## config.mk

```make
export PLATFORM = sky130hd
export DESIGN_NAME = psg_register_frame_sequencer
export DESIGN_NICKNAME = d
export VERILOG_FILES = /design/src/rtl/psg_fs_pkg.sv /design/src/rtl/psg_register_frame_sequencer.sv
export SDC_FILE = /design/constraint.sdc
export NUM_CORES = 1
export LEC_CHECK = 0
export BUFFER_PORTS_ARGS = -buffer_cell sky130_fd_sc_hd__buf_2
export CORE_MARGIN = 2
export CORE_UTILIZATION = 65
export CTS_BUF_LIST = sky130_fd_sc_hd__clkbuf_8
export DETAILED_ROUTE_END_ITERATION = 6
export PLACE_DENSITY = 0.83
export SLEW_MARGIN = 10
export SYNTH_ARGS = -nofsm -noshare
export SYNTH_HDL_FRONTEND = slang
export SYNTH_SLANG_ARGS = --single-unit
```

## constraint.sdc

```tcl
create_clock -name clk -period 12.2 [get_ports clk]
set_input_delay 1.22 -clock clk [delete_from_list [all_inputs] [get_ports clk]]
set_output_delay 1.22 -clock clk [all_outputs]
set_load 0.01 [all_outputs]
```

## src/rtl/psg_fs_pkg.sv

```systemverilog
// Shared types, register addresses, command codes and tables of the frame sequencer.
`timescale 1ns / 1ps

package psg_fs_pkg;

    typedef enum logic [4:0] {
        S_IDLE,
        S_DEC,
        S_ONE,
        S_MVOL,
        S_WAVE,
        S_NCTRL,
        S_DMUL,
        S_DRUN,
        S_DEMIT,
        S_TRIG,
        S_TVOL,
        S_TNRST,
        S_TCTRL,
        S_TLEN,
        S_ENV,
        S_EVOL,
        S_SWEEP,
        S_TEND
    } state_t;

    // command targets
    localparam logic [2:0] TGT_PERIOD = 3'd0;
    localparam logic [2:0] TGT_VOLUME = 3'd1;
    localparam logic [2:0] TGT_CHCTRL = 3'd2;
    localparam logic [2:0] TGT_NCTRL  = 3'd3;
    localparam logic [2:0] TGT_NRESET = 3'd4;
    localparam logic [2:0] TGT_OUTEN  = 3'd5;
    localparam logic [2:0] TGT_WAVE   = 3'd6;

    // emulated register addresses
    localparam logic [5:0] A_SWEEP  = 6'h00;
    localparam logic [5:0] A_LEN0   = 6'h01;
    localparam logic [5:0] A_ENV0   = 6'h02;
    localparam logic [5:0] A_PLO0   = 6'h03;
    localparam logic [5:0] A_PHI0   = 6'h04;
    localparam logic [5:0] A_LEN1   = 6'h06;
    localparam logic [5:0] A_ENV1   = 6'h07;
    localparam logic [5:0] A_PLO1   = 6'h08;
    localparam logic [5:0] A_PHI1   = 6'h09;
    localparam logic [5:0] A_ENV2   = 6'h0A;
    localparam logic [5:0] A_LEN2   = 6'h0B;
    localparam logic [5:0] A_WLVL   = 6'h0C;
    localparam logic [5:0] A_PLO2   = 6'h0D;
    localparam logic [5:0] A_PHI2   = 6'h0E;
    localparam logic [5:0] A_LEN3   = 6'h10;
    localparam logic [5:0] A_ENV3   = 6'h11;
    localparam logic [5:0] A_NPOLY  = 6'h12;
    localparam logic [5:0] A_NGO    = 6'h13;
    localparam logic [5:0] A_MVOL   = 6'h14;
    localparam logic [5:0] A_PAN    = 6'h15;
    localparam logic [5:0] A_ENABLE = 6'h16;

    localparam logic [20:0] MUL_PERIOD = 21'd1536000;
    localparam logic [20:0] MUL_NOISE  = 21'd1500;
    localparam logic [23:0] SRC_CLK_RESET = 24'd4194304;

    function automatic logic [7:0] duty_byte(input logic [1:0] sel, input logic [2:0] pos);
        logic [7:0] pat;
        case (sel)
            2'd0:    pat = 8'b0111_1111;
            2'd1:    pat = 8'b0111_1110;
            2'd2:    pat = 8'b0001_1110;
            default: pat = 8'b1000_0001;
        endcase
        duty_byte = pat[pos] ? 8'hFF : 8'h00;
    endfunction

    function automatic logic [3:0] wave_vol(input logic [1:0] lvl);
        case (lvl)
            2'd0:    wave_vol = 4'd0;
            2'd1:    wave_vol = 4'd15;
            2'd2:    wave_vol = 4'd7;
            default: wave_vol = 4'd3;
        endcase
    endfunction

    function automatic logic [3:0] noise_scale(input logic [2:0] sel);
        noise_scale = (sel == 3'd0) ? 4'd1 : {sel, 1'b0};
    endfunction

    // right | left << 4, each (vol * master + 6) >> 3
    function automatic logic [15:0] vol_mix(input logic [7:0] master, input logic [7:0] pan,
                                            input logic [3:0] vol, input logic [1:0] ch);
        logic [2:0] mr;
        logic [2:0] ml;
        logic [7:0] r;
        logic [7:0] l;
        mr = pan[ch] ? master[2:0] : 3'd0;
        ml = pan[{1'b1, ch}] ? master[6:4] : 3'd0;
        r  = 8'(vol * mr) + 8'd6;
        l  = 8'(vol * ml) + 8'd6;
        vol_mix = {8'h00, l[6:3], r[6:3]};
    endfunction

endpackage

```

## src/rtl/psg_register_frame_sequencer.sv

```systemverilog
// Register-write translator and frame sequencer of the four-channel sound chip.
`timescale 1ns / 1ps

// Takes one item at a time: a register write or a frame-sequencer tick, and
// emits its commands in order through a single output register, with
// last set on the final one. in_stall stays high until the item's last
// command has been loaded; the next item can be accepted in the cycle after.
// A write that only updates a register emits no command. A master volume or
// pan write emits one volume command per channel. A duty write emits 16 wave
// bytes; a noise trigger emits volume, noise reset and channel control. A
// period write uses the shared restoring divider: a load step and 32 steps,
// then the period command and, with a trigger, the trigger commands. A noise
// divider write emits the noise control command, then runs the divider. A
// tick ends with a channel control command. On every 4th tick the envelopes
// step. A tick that applies a sweep step also runs the divider. Output
// stalls hold the item.
module psg_register_frame_sequencer (
    input  logic        clk,
    input  logic        rst_n,
    input  logic        cfg_wr_en,
    input  logic [23:0] cfg_wr_data,
    input  logic        in_valid,
    output logic        in_stall,
    input  logic        opcode,
    input  logic [5:0]  reg_addr,
    input  logic [7:0]  reg_data,
    input  logic [7:0]  channel_ctrl_in,
    output logic        out_valid,
    input  logic        out_stall,
    output logic [2:0]  target,
    output logic [1:0]  channel,
    output logic [5:0]  wave_offset,
    output logic [15:0] value,
    output logic        last
);

    psg_fs_pkg::state_t state_reg, state_next;

    logic [23:0] src_clk_reg;
    logic        op_reg;
    logic [5:0]  addr_reg;
    logic [7:0]  data_reg;
    logic [7:0]  act_reg;
    logic [1:0]  ch_reg;
    logic [3:0]  idx_reg;

    logic [7:0]  sweep_set_reg;
    logic [7:0]  len_set_reg [4];
    logic [7:0]  env_set_reg [4];
    logic [7:0]  per_lo_reg  [3];
    logic [7:0]  per_hi_reg  [3];
    logic [7:0]  noise_go_reg;
    logic [7:0]  wave_lvl_reg;
    logic [7:0]  pan_reg;
    logic [7:0]  master_reg;
    logic [7:0]  len_cnt_reg [4];
    logic [3:0]  vol_reg     [4];
    logic [2:0]  env_cnt_reg [4];
    logic [2:0]  sweep_cnt_reg;
    logic [1:0]  phase_reg;

    logic [21:0] rem_reg;
    logic [31:0] quo_reg;
    logic [21:0] den_reg;
    logic [4:0]  dcnt_reg;

    logic        out_valid_reg;
    logic [2:0]  tgt_reg;
    logic [1:0]  och_reg;
    logic [5:0]  off_reg;
    logic [15:0] val_reg;
    logic        last_reg;

    logic        emit_req;
    logic        emit_fire;
    logic [2:0]  e_tgt;
    logic [1:0]  e_ch;
    logic [5:0]  e_off;
    logic [15:0] e_val;
    logic        e_last;

    logic        is_phi;
    logic        is_noise_div;
    logic [1:0]  dec_ch;
    logic [10:0] p_sel;
    logic [15:0] div_res;

    // divider step
    logic [22:0] rem_sh;
    logic        rem_ge;
    logic [21:0] rem_step;

    // shared multiplier feeding the divider
    logic [20:0] mul_a;
    logic [18:0] mul_b;
    logic [39:0] mul_p;

    // length tick
    logic [7:0]  lc_new [4];
    logic [7:0]  act_tl;

    // envelope
    logic [7:0]  en_sel;
    logic [2:0]  cnt1;
    logic        env_act;
    logic        env_match;
    logic        env_up;
    logic        env_dn;
    logic        env_emit;
    logic [1:0]  env_next_ch;

    // sweep
    logic [10:0] sw_p;
    logic [10:0] sw_d;
    logic [11:0] sw_np;
    logic        sw_on;
    logic        sw_over;
    logic [2:0]  sc1;
    logic        sw_match;

    assign in_stall    = (state_reg != psg_fs_pkg::S_IDLE);
    assign out_valid   = out_valid_reg;
    assign target      = tgt_reg;
    assign channel     = och_reg;
    assign wave_offset = off_reg;
    assign value       = val_reg;
    assign last        = last_reg;

    assign emit_fire = emit_req && (!out_valid_reg || !out_stall);

    assign is_phi = (addr_reg == psg_fs_pkg::A_PHI0) || (addr_reg == psg_fs_pkg::A_PHI1)
                 || (addr_reg == psg_fs_pkg::A_PHI2);
    assign is_noise_div = !op_reg && (addr_reg == psg_fs_pkg::A_NPOLY);

    always_comb
    begin
        case (addr_reg)
            psg_fs_pkg::A_LEN1, psg_fs_pkg::A_PLO1, psg_fs_pkg::A_PHI1: dec_ch = 2'd1;
            psg_fs_pkg::A_PLO2, psg_fs_pkg::A_PHI2:                     dec_ch = 2'd2;
            psg_fs_pkg::A_NPOLY, psg_fs_pkg::A_NGO:                     dec_ch = 2'd3;
            default:                                                    dec_ch = 2'd0;
        endcase
    end

    always_comb
    begin
        case (ch_reg)
            2'd0:    p_sel = {per_hi_reg[0][2:0], per_lo_reg[0]};
            2'd1:    p_sel = {per_hi_reg[1][2:0], per_lo_reg[1]};
            2'd2:    p_sel = {per_hi_reg[2][2:0], per_lo_reg[2]};
            default: p_sel = 11'd0;
        endcase
    end

    always_comb
    begin
        if (is_noise_div)
        begin
            mul_a = psg_fs_pkg::MUL_NOISE;
            mul_b = 19'(psg_fs_pkg::noise_scale(data_reg[2:0])) << data_reg[7:4];
        end
        else
        begin
            mul_a = psg_fs_pkg::MUL_PERIOD;
            mul_b = {7'd0, 12'(12'd2048 - {1'b0, p_sel})};
        end
        mul_p = mul_a * mul_b;
    end

    assign rem_sh   = {rem_reg, quo_reg[31]};
    assign rem_ge   = rem_sh >= {1'b0, den_reg};
    assign rem_step = rem_ge ? 22'(rem_sh - {1'b0, den_reg}) : rem_sh[21:0];
    // saturate; a zero divisor also saturates
    assign div_res  = ((den_reg == 22'd0) || (quo_reg[31:16] != 16'd0)) ? 16'hFFFF
                      : quo_reg[15:0];

    always_comb
    begin
        act_tl = act_reg;
        for (int i = 0; i < 4; i++)
        begin
            logic [7:0] en;
            logic [7:0] inc;
            logic       run;
            en  = (i == 3) ? noise_go_reg : per_hi_reg[i];
            inc = len_cnt_reg[i] + 8'd1;
            run = act_reg[i] && en[6];
            lc_new[i] = len_cnt_reg[i];
            if (run && (len_cnt_reg[i] != 8'd0))
                lc_new[i] = (i == 2) ? inc : {2'b00, inc[5:0]};
            if (run && (lc_new[i] == 8'd0))
                act_tl[i] = 1'b0;
        end
    end

    assign en_sel      = env_set_reg[ch_reg];
    assign cnt1        = env_cnt_reg[ch_reg] + 3'd1;
    assign env_act     = act_reg[ch_reg] && (en_sel[2:0] != 3'd0);
    assign env_match   = cnt1 == en_sel[2:0];
    assign env_up      = en_sel[3] && (vol_reg[ch_reg] != 4'd15);
    assign env_dn      = !en_sel[3] && (vol_reg[ch_reg] != 4'd0);
    assign env_emit    = env_act && env_match && (env_up || env_dn);
    assign env_next_ch = (ch_reg == 2'd0) ? 2'd1 : 2'd3;

    assign sw_p     = {per_hi_reg[0][2:0], per_lo_reg[0]};
    assign sw_d     = sw_p >> sweep_set_reg[2:0];
    assign sw_np    = sweep_set_reg[3] ? 12'({1'b0, sw_p} - {1'b0, sw_d})
                                       : 12'({1'b0, sw_p} + {1'b0, sw_d});
    assign sw_over  = sw_np[11];
    assign sw_on    = !phase_reg[0] && (sweep_set_reg[6:4] != 3'd0);
    assign sc1      = sweep_cnt_reg + 3'd1;
    assign sw_match = sc1 == sweep_set_reg[6:4];

    // next state
    always_comb
    begin
        state_next = state_reg;
        case (state_reg)
            psg_fs_pkg::S_IDLE:
                if (in_valid)
                    state_next = psg_fs_pkg::S_DEC;
            psg_fs_pkg::S_DEC:
                if (op_reg)
                    state_next = psg_fs_pkg::S_TLEN;
                else
                begin
                    case (addr_reg)
                        psg_fs_pkg::A_ENABLE:
                            state_next = psg_fs_pkg::S_ONE;
                        psg_fs_pkg::A_MVOL, psg_fs_pkg::A_PAN:
                            state_next = psg_fs_pkg::S_MVOL;
                        psg_fs_pkg::A_LEN0, psg_fs_pkg::A_LEN1:
                            state_next = psg_fs_pkg::S_WAVE;
                        psg_fs_pkg::A_PLO0, psg_fs_pkg::A_PLO1, psg_fs_pkg::A_PLO2,
                        psg_fs_pkg::A_PHI0, psg_fs_pkg::A_PHI1, psg_fs_pkg::A_PHI2:
                            state_next = psg_fs_pkg::S_DMUL;
                        psg_fs_pkg::A_NPOLY:
                            state_next = psg_fs_pkg::S_NCTRL;
                        psg_fs_pkg::A_NGO:
                            state_next = data_reg[7] ? psg_fs_pkg::S_TRIG : psg_fs_pkg::S_IDLE;
                        default:
                            state_next = (addr_reg[5:4] == 2'b10) ? psg_fs_pkg::S_ONE
                                                                  : psg_fs_pkg::S_IDLE;
                    endcase
                end
            psg_fs_pkg::S_ONE:
                if (emit_fire)
                    state_next = psg_fs_pkg::S_IDLE;
            psg_fs_pkg::S_MVOL:
                if (emit_fire && (ch_reg == 2'd3))
                    state_next = psg_fs_pkg::S_IDLE;
            psg_fs_pkg::S_WAVE:
                if (emit_fire && (idx_reg == 4'd15))
                    state_next = psg_fs_pkg::S_IDLE;
            psg_fs_pkg::S_NCTRL:
                if (emit_fire)
                    state_next = psg_fs_pkg::S_DMUL;
            psg_fs_pkg::S_DMUL:
                state_next = psg_fs_pkg::S_DRUN;
            psg_fs_pkg::S_DRUN:
                if (dcnt_reg == 5'd31)
                    state_next = psg_fs_pkg::S_DEMIT;
            psg_fs_pkg::S_DEMIT:
                if (emit_fire)
                begin
                    if (op_reg)
                        state_next = psg_fs_pkg::S_TEND;
                    else if (is_phi && data_reg[7])
                        state_next = psg_fs_pkg::S_TRIG;
                    else
                        state_next = psg_fs_pkg::S_IDLE;
                end
            psg_fs_pkg::S_TRIG:
                state_next = psg_fs_pkg::S_TVOL;
            psg_fs_pkg::S_TVOL:
                if (emit_fire)
                    state_next = (ch_reg == 2'd3) ? psg_fs_pkg::S_TNRST : psg_fs_pkg::S_TCTRL;
            psg_fs_pkg::S_TNRST:
                if (emit_fire)
                    state_next = psg_fs_pkg::S_TCTRL;
            psg_fs_pkg::S_TCTRL:
                if (emit_fire)
                    state_next = psg_fs_pkg::S_IDLE;
            psg_fs_pkg::S_TLEN:
                state_next = (phase_reg == 2'd0) ? psg_fs_pkg::S_ENV : psg_fs_pkg::S_SWEEP;
            psg_fs_pkg::S_ENV:
                if (env_emit)
                    state_next = psg_fs_pkg::S_EVOL;
                else if (ch_reg == 2'd3)
                    state_next = psg_fs_pkg::S_SWEEP;
            psg_fs_pkg::S_EVOL:
                if (emit_fire)
                    state_next = (ch_reg == 2'd3) ? psg_fs_pkg::S_SWEEP : psg_fs_pkg::S_ENV;
            psg_fs_pkg::S_SWEEP:
                state_next = (sw_on && sw_match && !sw_over) ? psg_fs_pkg::S_DMUL
                                                             : psg_fs_pkg::S_TEND;
            psg_fs_pkg::S_TEND:
                if (emit_fire)
                    state_next = psg_fs_pkg::S_IDLE;
            default:
                state_next = psg_fs_pkg::S_IDLE;
        endcase
    end

    // command for the current state
    always_comb
    begin
        emit_req = 1'b0;
        e_tgt    = psg_fs_pkg::TGT_PERIOD;
        e_ch     = ch_reg;
        e_off    = 6'd0;
        e_val    = 16'd0;
        e_last   = 1'b0;
        case (state_reg)
            psg_fs_pkg::S_ONE:
            begin
                emit_req = 1'b1;
                e_last   = 1'b1;
                if (addr_reg == psg_fs_pkg::A_ENABLE)
                begin
                    e_tgt = psg_fs_pkg::TGT_OUTEN;
                    e_ch  = 2'd0;
                    e_val = {15'd0, data_reg[7]};
                end
                else
                begin
                    e_tgt = psg_fs_pkg::TGT_WAVE;
                    e_ch  = 2'd2;
                    e_off = addr_reg;
                    e_val = {8'h00, data_reg[3:0], data_reg[7:4]};
                end
            end
            psg_fs_pkg::S_MVOL, psg_fs_pkg::S_TVOL, psg_fs_pkg::S_EVOL:
            begin
                emit_req = 1'b1;
                e_tgt    = psg_fs_pkg::TGT_VOLUME;
                e_val    = psg_fs_pkg::vol_mix(master_reg, pan_reg, vol_reg[ch_reg], ch_reg);
                e_last   = (state_reg == psg_fs_pkg::S_MVOL) && (ch_reg == 2'd3);
            end
            psg_fs_pkg::S_WAVE:
            begin
                emit_req = 1'b1;
                e_tgt    = psg_fs_pkg::TGT_WAVE;
                e_off    = {ch_reg, idx_reg};
                e_val    = {8'h00, psg_fs_pkg::duty_byte(data_reg[7:6], idx_reg[2:0])};
                e_last   = idx_reg == 4'd15;
            end
            psg_fs_pkg::S_NCTRL:
            begin
                emit_req = 1'b1;
                e_tgt    = psg_fs_pkg::TGT_NCTRL;
                e_val    = {11'd0, 1'b1, 3'd0, data_reg[3]};
            end
            psg_fs_pkg::S_DEMIT:
            begin
                emit_req = 1'b1;
                e_tgt    = psg_fs_pkg::TGT_PERIOD;
                e_val    = 16'(16'd0 - div_res);
                e_last   = !op_reg && !(is_phi && data_reg[7]);
            end
            psg_fs_pkg::S_TNRST:
            begin
                emit_req = 1'b1;
                e_tgt    = psg_fs_pkg::TGT_NRESET;
            end
            psg_fs_pkg::S_TCTRL:
            begin
                emit_req = 1'b1;
                e_tgt    = psg_fs_pkg::TGT_CHCTRL;
                e_val    = {8'h00, act_reg | (8'd1 << ch_reg)
                                   | ((ch_reg == 2'd3) ? 8'h80 : 8'h00)};
                e_last   = 1'b1;
            end
            psg_fs_pkg::S_TEND:
            begin
                emit_req = 1'b1;
                e_tgt    = psg_fs_pkg::TGT_CHCTRL;
                e_ch     = 2'd0;
                e_val    = {8'h00, act_reg};
                e_last   = 1'b1;
            end
            default:
                emit_req = 1'b0;
        endcase
    end

    always_ff @(posedge clk or negedge rst_n)
    begin
        if (!rst_n)
        begin
            state_reg     <= psg_fs_pkg::S_IDLE;
            out_valid_reg <= 1'b0;
        end
        else
        begin
            state_reg <= state_next;
            if (emit_fire)
                out_valid_reg <= 1'b1;
            else if (!out_stall)
                out_valid_reg <= 1'b0;
        end
    end

    always_ff @(posedge clk)
    begin
        if (emit_fire)
        begin
            tgt_reg  <= e_tgt;
            och_reg  <= e_ch;
            off_reg  <= e_off;
            val_reg  <= e_val;
            last_reg <= e_last;
        end
    end

    // shared divider: 32 restoring steps
    always_ff @(posedge clk)
    begin
        if (state_reg == psg_fs_pkg::S_DMUL)
        begin
            quo_reg  <= mul_p[31:0];
            den_reg  <= is_noise_div ? {13'd0, src_clk_reg[23:15]} : src_clk_reg[23:2];
            rem_reg  <= 22'd0;
            dcnt_reg <= 5'd0;
        end
        else if (state_reg == psg_fs_pkg::S_DRUN)
        begin
            rem_reg  <= rem_step;
            quo_reg  <= {quo_reg[30:0], rem_ge};
            dcnt_reg <= dcnt_reg + 5'd1;
        end
    end

    always_ff @(posedge clk or negedge rst_n)
    begin
        if (!rst_n)
        begin
            src_clk_reg   <= psg_fs_pkg::SRC_CLK_RESET;
            op_reg        <= 1'b0;
            addr_reg      <= 6'd0;
            data_reg      <= 8'd0;
            act_reg       <= 8'd0;
            ch_reg        <= 2'd0;
            idx_reg       <= 4'd0;
            sweep_set_reg <= 8'd0;
            noise_go_reg  <= 8'd0;
            wave_lvl_reg  <= 8'd0;
            pan_reg       <= 8'd0;
            master_reg    <= 8'd0;
            sweep_cnt_reg <= 3'd0;
            phase_reg     <= 2'd0;
            for (int i = 0; i < 4; i++)
            begin
                len_set_reg[i] <= 8'd0;
                env_set_reg[i] <= 8'd0;
                len_cnt_reg[i] <= 8'd0;
                vol_reg[i]     <= 4'd0;
                env_cnt_reg[i] <= 3'd0;
            end
            for (int i = 0; i < 3; i++)
            begin
                per_lo_reg[i] <= 8'd0;
                per_hi_reg[i] <= 8'd0;
            end
        end
        else
        begin
            if (cfg_wr_en)
                src_clk_reg <= cfg_wr_data;
            case (state_reg)
                psg_fs_pkg::S_IDLE:
                    if (in_valid)
                    begin
                        op_reg   <= opcode;
                        addr_reg <= reg_addr;
                        data_reg <= reg_data;
                        act_reg  <= channel_ctrl_in;
                    end
                psg_fs_pkg::S_DEC:
                begin
                    ch_reg  <= dec_ch;
                    idx_reg <= 4'd0;
                    if (!op_reg)
                    begin
                        case (addr_reg)
                            psg_fs_pkg::A_SWEEP: sweep_set_reg  <= data_reg;
                            psg_fs_pkg::A_LEN0:  len_set_reg[0] <= data_reg;
                            psg_fs_pkg::A_LEN1:  len_set_reg[1] <= data_reg;
                            psg_fs_pkg::A_LEN2:  len_set_reg[2] <= data_reg;
                            psg_fs_pkg::A_LEN3:  len_set_reg[3] <= {2'b00, data_reg[5:0]};
                            psg_fs_pkg::A_ENV0:  env_set_reg[0] <= data_reg;
                            psg_fs_pkg::A_ENV1:  env_set_reg[1] <= data_reg;
                            psg_fs_pkg::A_ENV2:  env_set_reg[2] <= data_reg;
                            psg_fs_pkg::A_ENV3:  env_set_reg[3] <= data_reg;
                            psg_fs_pkg::A_WLVL:  wave_lvl_reg   <= data_reg;
                            psg_fs_pkg::A_PLO0:  per_lo_reg[0]  <= data_reg;
                            psg_fs_pkg::A_PLO1:  per_lo_reg[1]  <= data_reg;
                            psg_fs_pkg::A_PLO2:  per_lo_reg[2]  <= data_reg;
                            psg_fs_pkg::A_PHI0:  per_hi_reg[0]  <= data_reg;
                            psg_fs_pkg::A_PHI1:  per_hi_reg[1]  <= data_reg;
                            psg_fs_pkg::A_PHI2:  per_hi_reg[2]  <= data_reg;
                            psg_fs_pkg::A_NGO:   noise_go_reg   <= data_reg;
                            psg_fs_pkg::A_MVOL:  master_reg     <= data_reg;
                            psg_fs_pkg::A_PAN:   pan_reg        <= data_reg;
                            default: ;
                        endcase
                    end
                end
                psg_fs_pkg::S_ONE:
                    // output disable wipes all settings and channel state but the source clock
                    if (emit_fire && (addr_reg == psg_fs_pkg::A_ENABLE) && !data_reg[7])
                    begin
                        sweep_set_reg <= 8'd0;
                        noise_go_reg  <= 8'd0;
                        wave_lvl_reg  <= 8'd0;
                        pan_reg       <= 8'd0;
                        master_reg    <= 8'd0;
                        sweep_cnt_reg <= 3'd0;
                        phase_reg     <= 2'd0;
                        for (int i = 0; i < 4; i++)
                        begin
                            len_set_reg[i] <= 8'd0;
                            env_set_reg[i] <= 8'd0;
                            len_cnt_reg[i] <= 8'd0;
                            vol_reg[i]     <= 4'd0;
                            env_cnt_reg[i] <= 3'd0;
                        end
                        for (int i = 0; i < 3; i++)
                        begin
                            per_lo_reg[i] <= 8'd0;
                            per_hi_reg[i] <= 8'd0;
                        end
                    end
                psg_fs_pkg::S_MVOL:
                    if (emit_fire)
                        ch_reg <= ch_reg + 2'd1;
                psg_fs_pkg::S_WAVE:
                    if (emit_fire)
                        idx_reg <= idx_reg + 4'd1;
                psg_fs_pkg::S_TRIG:
                begin
                    if (len_cnt_reg[ch_reg] == 8'd0)
                        len_cnt_reg[ch_reg] <= (ch_reg == 2'd2) ? len_set_reg[ch_reg]
                                               : {2'b00, len_set_reg[ch_reg][5:0]};
                    vol_reg[ch_reg] <= (ch_reg == 2'd2) ? psg_fs_pkg::wave_vol(wave_lvl_reg[6:5])
                                                        : env_set_reg[ch_reg][7:4];
                    env_cnt_reg[ch_reg] <= 3'd0;
                    if (ch_reg == 2'd0)
                        sweep_cnt_reg <= 3'd0;
                end
                psg_fs_pkg::S_TLEN:
                begin
                    for (int i = 0; i < 4; i++)
                        len_cnt_reg[i] <= lc_new[i];
                    act_reg <= act_tl;
                    ch_reg  <= 2'd0;
                end
                psg_fs_pkg::S_ENV:
                begin
                    if (env_act)
                    begin
                        env_cnt_reg[ch_reg] <= env_match ? 3'd0 : cnt1;
                        if (env_match && env_up)
                            vol_reg[ch_reg] <= vol_reg[ch_reg] + 4'd1;
                        else if (env_match && env_dn)
                            vol_reg[ch_reg] <= vol_reg[ch_reg] - 4'd1;
                    end
                    if (!env_emit)
                        ch_reg <= env_next_ch;
                end
                psg_fs_pkg::S_EVOL:
                    if (emit_fire)
                        ch_reg <= env_next_ch;
                psg_fs_pkg::S_SWEEP:
                begin
                    ch_reg <= 2'd0;
                    if (sw_on)
                    begin
                        if (sw_over)
                            act_reg[0] <= 1'b0;
                        sweep_cnt_reg <= sw_match ? 3'd0 : sc1;
                        if (sw_match && !sw_over)
                        begin
                            per_lo_reg[0]      <= sw_np[7:0];
                            per_hi_reg[0][2:0] <= sw_np[10:8];
                        end
                    end
                end
                psg_fs_pkg::S_TEND:
                    if (emit_fire)
                        phase_reg <= phase_reg + 2'd1;
                default: ;
            endcase
        end
    end

`ifndef SYNTHESIS
    a_busy_after_accept: assert property (@(posedge clk) disable iff (!rst_n)
        in_valid && !in_stall |=> in_stall)
        else $error("item accepted but block not busy");

    a_last_ends_item: assert property (@(posedge clk) disable iff (!rst_n)
        emit_fire && e_last |=> state_reg == psg_fs_pkg::S_IDLE)
        else $error("last command did not end the item");

    a_div_done: assert property (@(posedge clk) disable iff (!rst_n)
        state_reg == psg_fs_pkg::S_DRUN && dcnt_reg == 5'd31
        |=> state_reg == psg_fs_pkg::S_DEMIT)
        else $error("divider finished without emitting");

    a_tick_ends_ctrl: assert property (@(posedge clk) disable iff (!rst_n)
        emit_fire && e_last && op_reg |-> e_tgt == psg_fs_pkg::TGT_CHCTRL)
        else $error("tick did not end with a channel ctrl command");
`endif

endmodule

```

After elaboration in Yosys (flattened, before gate mapping)
Index checks and enable logic that the tools add are counted.
{"block": "word_totals", "inputBits": 52, "output_inout_bits": 30, "word_cells": 492, "reg_bits": 378}
{"block": "classes", "n_mul": 3, "addsub": 19, "magnitude_cmp": 6, "muxes": 176, "n_eq_ne": 98, "bitwise_logic": 6, "shift": 3, "n_reduce_logical": 124}
{"cell": "$mux W8", "count": 35}
{"cell": "$mux W32", "count": 6}
{"cell": "$pmux W32 S2", "count": 2}
{"cell": "$pmux W16 S7", "count": 1}
{"cell": "$pmux W32 S3", "count": 1}
{"cell": "$reduce_and A4 Y1", "count": 21}
{"cell": "$mux W16", "count": 5}
{"cell": "$mux W5", "count": 16}
{"cell": "$pmux W5 S16", "count": 1}
{"cell": "$pmux W7 S2", "count": 5}
{"cell": "$mux W7", "count": 9}
{"cell": "$ne A2 B2 Y1 const B", "count": 28}
{"cell": "$bmux W8 S2", "count": 3}
{"cell": "$bwmux W16", "count": 3}
{"cell": "$mux W24", "count": 2}
{"cell": "$pmux W16 S3", "count": 1}
{"cell": "$pmux W8 S3", "count": 2}
{"cell": "$eq A6 B4 Y1 const B", "count": 7}
{"cell": "$eq A6 B5 Y1 const B", "count": 7}
{"cell": "$eq A5 B4 Y1 const B", "count": 8}
{"cell": "$logic_not A8 Y1", "count": 5}
{"cell": "$mux W4", "count": 10}
{"cell": "$mux W3", "count": 13}
{"cell": "$mux W12", "count": 3}
{"cell": "other kinds (98)", "count": 241}

Logic depth before layout (Yosys ltp)
{"block": "depth", "depth_word": 11, "mapped_depth": 38, "ltp_nobuf": 33}

Worst setup path after synthesis
OpenSTA, ideal clock, no wires.
{"block": "synth_timing", "kind": "reg-to-reg", "startpoint": "register ch_reg[1]", "endpoint": "register quo_reg[28], data pin", "slack_ns": 3.112, "arrival_ns": 8.822, "path_stages_with_launch": 38, "path_cell_list": "dfrtp_1 buf_2 buf_2 buf_1 clkbuf_1 inv_1 ha_1 clkbuf_1 a222oi_1 or2_2 ha_1 o21ai_0 nor3_1 nand2_1 mux2_2 o22ai_1 and2_1 inv_1 [... 2 more ...] fa_1 inv_1 fa_1 inv_1 fa_1 fa_1 inv_1 fa_1 inv_1 ha_1 inv_1 nor2_1 o2bb2ai_1 o41ai_1 o21ai_0 a31oi_1 xor2_1 o21ai_0"}
{"block": "synth_between", "elab_chain_len": 6, "elab_cells_between_ends": 8}
{"item": "from (decl)", "line": "psg_register_frame_sequencer.sv:44", "rtl": "logic [1:0] ch_reg;"}
{"item": "from (signal assigned)", "line": "psg_register_frame_sequencer.sv:481", "rtl": "ch_reg <= dec_ch;"}
{"item": "from (signal assigned)", "line": "psg_register_frame_sequencer.sv:536", "rtl": "ch_reg <= ch_reg + 2'd1;"}
{"item": "from (signal assigned)", "line": "psg_register_frame_sequencer.sv:569", "rtl": "ch_reg <= env_next_ch;"}
{"item": "$eq A2 B2 Y1, or another cell as far along", "line": "psg_register_frame_sequencer.sv:147", "rtl": "case (ch_reg)"}
{"item": "$pmux W11 S3 (*)", "line": "psg_register_frame_sequencer.sv:147"}
{"item": "$sub A12 B11 Y12 (*)", "line": "psg_register_frame_sequencer.sv:165", "rtl": "mul_b = {7'd0, 12'(12'd2048 - {1'b0, p_sel})};"}
{"item": "$mux W19 (*)", "line": "psg_register_frame_sequencer.sv:157", "rtl": "if (is_noise_div)"}
{"item": "$mul A21 B19 Y32 (*)", "line": "psg_register_frame_sequencer.sv:167", "rtl": "mul_p = mul_a * mul_b;"}
{"item": "$mux W32 (*)", "line": "psg_register_frame_sequencer.sv:419", "rtl": "if (state_reg == psg_fs_pkg::S_DMUL)"}
{"item": "to (signal assigned)", "line": "psg_register_frame_sequencer.sv:421", "rtl": "quo_reg <= mul_p[31:0];"}
{"item": "to (signal assigned)", "line": "psg_register_frame_sequencer.sv:429", "rtl": "quo_reg <= {quo_reg[30:0], rem_ge};"}
{"item": "to (decl)", "line": "psg_register_frame_sequencer.sv:63", "rtl": "logic [31:0] quo_reg;"}
Every way passes the cells marked *; elsewhere a longest branch is shown, timed or not.
A chain may end at the register's enable or synchronous reset.

Worst setup path in the final report
{"block": "layout_timing", "startpoint": "register ch_reg[0]", "endpoint": "register quo_reg[29], data pin"}
The elaborated chain is that of the path after synthesis.

==> run_results.csv <==
group,metric,value,unit
worst_setup_path,cp-start-kind,"flop",
synth,mappedNetlistArea,0.0285,mm^2
sta,setup_viol,0,
synth,ys_top_cells_by_count,"410 x inv_1, 279 x nand2_1, 243 x dfrtp_1",
floorplan,die_w,213,um
worst_hold_path,hold_start,"dcnt_reg[4]$_SDFFE_PN0P_",
sta,fin_crit,10.14,ns
drt,wire_per_inst,19.7,um
worst_setup_path,crit_fanout,33,
clocking,cts_hold_buffers,0,
drt,drtPass1Iterations,7,
place,gp_congestion,0.931,
grt,grt_usage,32.8,%
clocking,cts_max_level,2,
synth,yosys_register_bits,353,
clocking,numCtsBuffers,60,
place,preCtsSetupSlack,2.28,ns
worst_setup_path,arrival,10.54,ns
floorplan,boundaryPins,82,
place,portBuffers,79,
grt,antenna_found_initial,0,
synth,synth_top_area_share,21.4,%
drt,via_count,22700,
worst_hold_path,hold_path.class,"reg -> reg",
synth,yosysTopAreaCell,"dfrtp_1",
sta,fin_crit_sh,83.1,%
worst_setup_path,cpMaxStageDelayCell,"a222oi_1",
clocking,clk_latency,0.69,ns
grt,grt_max_degree,108,
drt,via_per_inst,6.19,
drt,drc,1,
worst_setup_path,max_stage_delay,0.58,ns
clocking,cts-root-buf,"clkbuf_8",
floorplan,core,0.0432,mm^2
floorplan,rows,76,
sta,worst_slack,2.06,ns
worst_setup_path,required,12.60,ns
status,violations,"design-rule violations",
clocking,cts_tree,"built",
worst_setup_path,critical_path_class,"reg -> reg",
worst_setup_path,ff2ff_setup_slack,2.06,ns
floorplan,fp.dieArea,0.0455,mm^2
cells_and_area,fin_area,0.0306,mm^2
worst_setup_path,path_buf_inv,7,
sta,slew_headroom,20.7,%
worst_setup_path,rr_endpoint,"quo_reg[29]$_DFFE_PP_",
sta,max_freq,98.6,MHz
worst_setup_path,end_kind,"flop",
worst_hold_path,hold_depth,2,
synth,syn-instance-count,2984,
clocking,clock-sinks,353,
cells_and_area,multi_input_area,0.0174,mm^2
cells_and_area,nets,3461,
sta,fin_skew,0.0177,ns
sta,finalSetupTns,0,ns
sta,tightest_slew,1.18,ns
synth,synthDistinctLibCells,88,
place,dpl_cell_area,0.0294,mm^2
floorplan,die_h,213,um
drt,drtIter0Drc,2512,
cells_and_area,drive_above_1_share,13.5,%
cells_and_area,n_fill_cell,3230,
floorplan,start_util,66.0,%
run,maxCapViolCount,0,
drt,ant_nets,0,
grt,grt_pass1_vias,22800,
worst_setup_path,r2r_start,"ch_reg[0]$_DFFE_PN0P_",
worst_setup_path,path_delay_family,"adder cells",
cells_and_area,regArea,0.00911,mm^2
synth,synth_most_common_cell,"inv_1",
synth,synth_flop_cell,"dfrtp_1",
sta,rsz0062_at_grt,"false",
clocking,clock_path_buffers,3,
synth,yosys_warnings,0,
clocking,cts_resized,0,
sta,hold_violations,0,
place,dp_hpwl,54400,um
synth,synth_area_leaders,"dfrtp_1 21%, fa_1 12%, ha_1 8.7%, edfxtp_1 8.6%, mux2_2 6.5%",
synth,avgSynthCellArea,9.54,um^2
synth,synth_edf_count,82,
clocking,clkTransAtPathRegs,0.07,ns
grt,grt-ovfl-total,0,
clocking,cts_setup_buffers,0,
grt,grt_pass1_wl,117000,um
worst_setup_path,r2r_cells,33,
sta,slew_violations,0,
synth,ys_seq_area_share,32.0,%
status,run_status,"finished with violations",
drt,wirelength,72400,um
synth,async_reset_ff_share,69.1,%
cells_and_area,areaGrowthSynthToFinish,7.58,%
worst_hold_path,holdPathEnd,"dcnt_reg[4]$_SDFFE_PN0P_",
==> metrics by stage <==
stage	hold slack, ns	std cells	utilization, %
floorplan	0.432	3000	-
global placement	0.441	3556	68.0
detailed placement	0.459	3556	68.0
CTS	0.476	3665	71.0
global route	0.502	3665	71.0
finish	0.465	3667	71.0
==> worst register-to-register path: cells and delay by family (launching register included) <==
| family | cells | cell delay [ns] |
|---|---|---|
| AO/OA/AOI/OAI | 8 | 2.52 |
| adder cells (fa/ha/maj) | 9 | 3.69 |
| buffers and inverters | 7 | 1.37 |
| flip-flops | 1 | 0.51 |
| multiplexers | 1 | 0.28 |
| AND/OR/NAND/NOR | 8 | 1.45 |
==> layer usage <==
metal | vias to the layer above | GRT usage (%) | wire length [um]
met5 | - | 0 | 0
met1 | 11200 | 44.5 | 29800
met3 | 177 | 4.99 | 6050
met2 | 995 | 53.8 | 33900
met4 | 0 | 12.2 | 2580
li1 | 10300 | - | -
==> cell usage in the layout, fill, tap and decap left out, drive strengths merged, types with 15 or more instances in the layout <==
master and instances:
a211oi 16, a21o 33, a21oi 133, a222oi 15, a22o 47, a31oi 23, and2 43, and3 29
buf 102, clkbuf 69, clkinv 17, conb 18, dfrtp 243, dfxtp 27, edfxtp 82, fa 177
ha 199, inv 429, mux2 165, mux2i 33, mux4 23, nand2 279, nand2b 24, nand3 59
nor2 181, nor2b 19, nor3 49, nor4 23, o21ai 197, xnor2 58, xor2 54
==> worst max path at each step <==
stage / cells past startpoint / endpoint / start / slack (ns)
floorplan: 37 / quo_reg[28]$_DFFE_PP_ / ch_reg[1]$_DFFE_PN0P_ / 3.11
global placement: 34 / quo_reg[28]$_DFFE_PP_ / ch_reg[0]$_DFFE_PN0P_ / 2.53
detailed placement: 34 / quo_reg[28]$_DFFE_PP_ / ch_reg[0]$_DFFE_PN0P_ / 2.28
CTS: 34 / quo_reg[28]$_DFFE_PP_ / ch_reg[0]$_DFFE_PN0P_ / 2.15
global route: 33 / quo_reg[29]$_DFFE_PP_ / ch_reg[0]$_DFFE_PN0P_ / 1.49
finish: 33 / quo_reg[29]$_DFFE_PP_ / ch_reg[0]$_DFFE_PN0P_ / 2.06
==> final cells by class <==
cell class              instances  share of cell area (%)
diodes                          2                  0.0163
clock buffers                  69                    3.10
clock inverters                40                    1.05
inverters                     413                    5.06
multi-input cells            2103                    56.8
flip-flops and latches        353                    29.7
well taps                     585                    2.39
repair buffers                102                    1.89
==> cells by family (layout without fill, tap and decap cells) <==
| group | after synthesis | in the layout | share of synthesized area, % |
|---|---|---|---|
| AO/OA/AOI/OAI | 598 | 598 | 13.6 |
| XOR/XNOR | 112 | 112 | 3.44 |
| adder cells (fa/ha/maj) | 377 | 377 | 21.2 |
| buffers and inverters | 544 | 624 | 7.27 |
| flip-flops | 353 | 353 | 32.0 |
| multiplexers | 221 | 221 | 9.55 |
| other | 2 | 20 | 0.0264 |
| AND/OR/NAND/NOR | 777 | 777 | 12.9 |
Power is left out: the tool's default activity adds up to more than one toggle a clock period on the data nets, which glitch-free logic cannot reach.
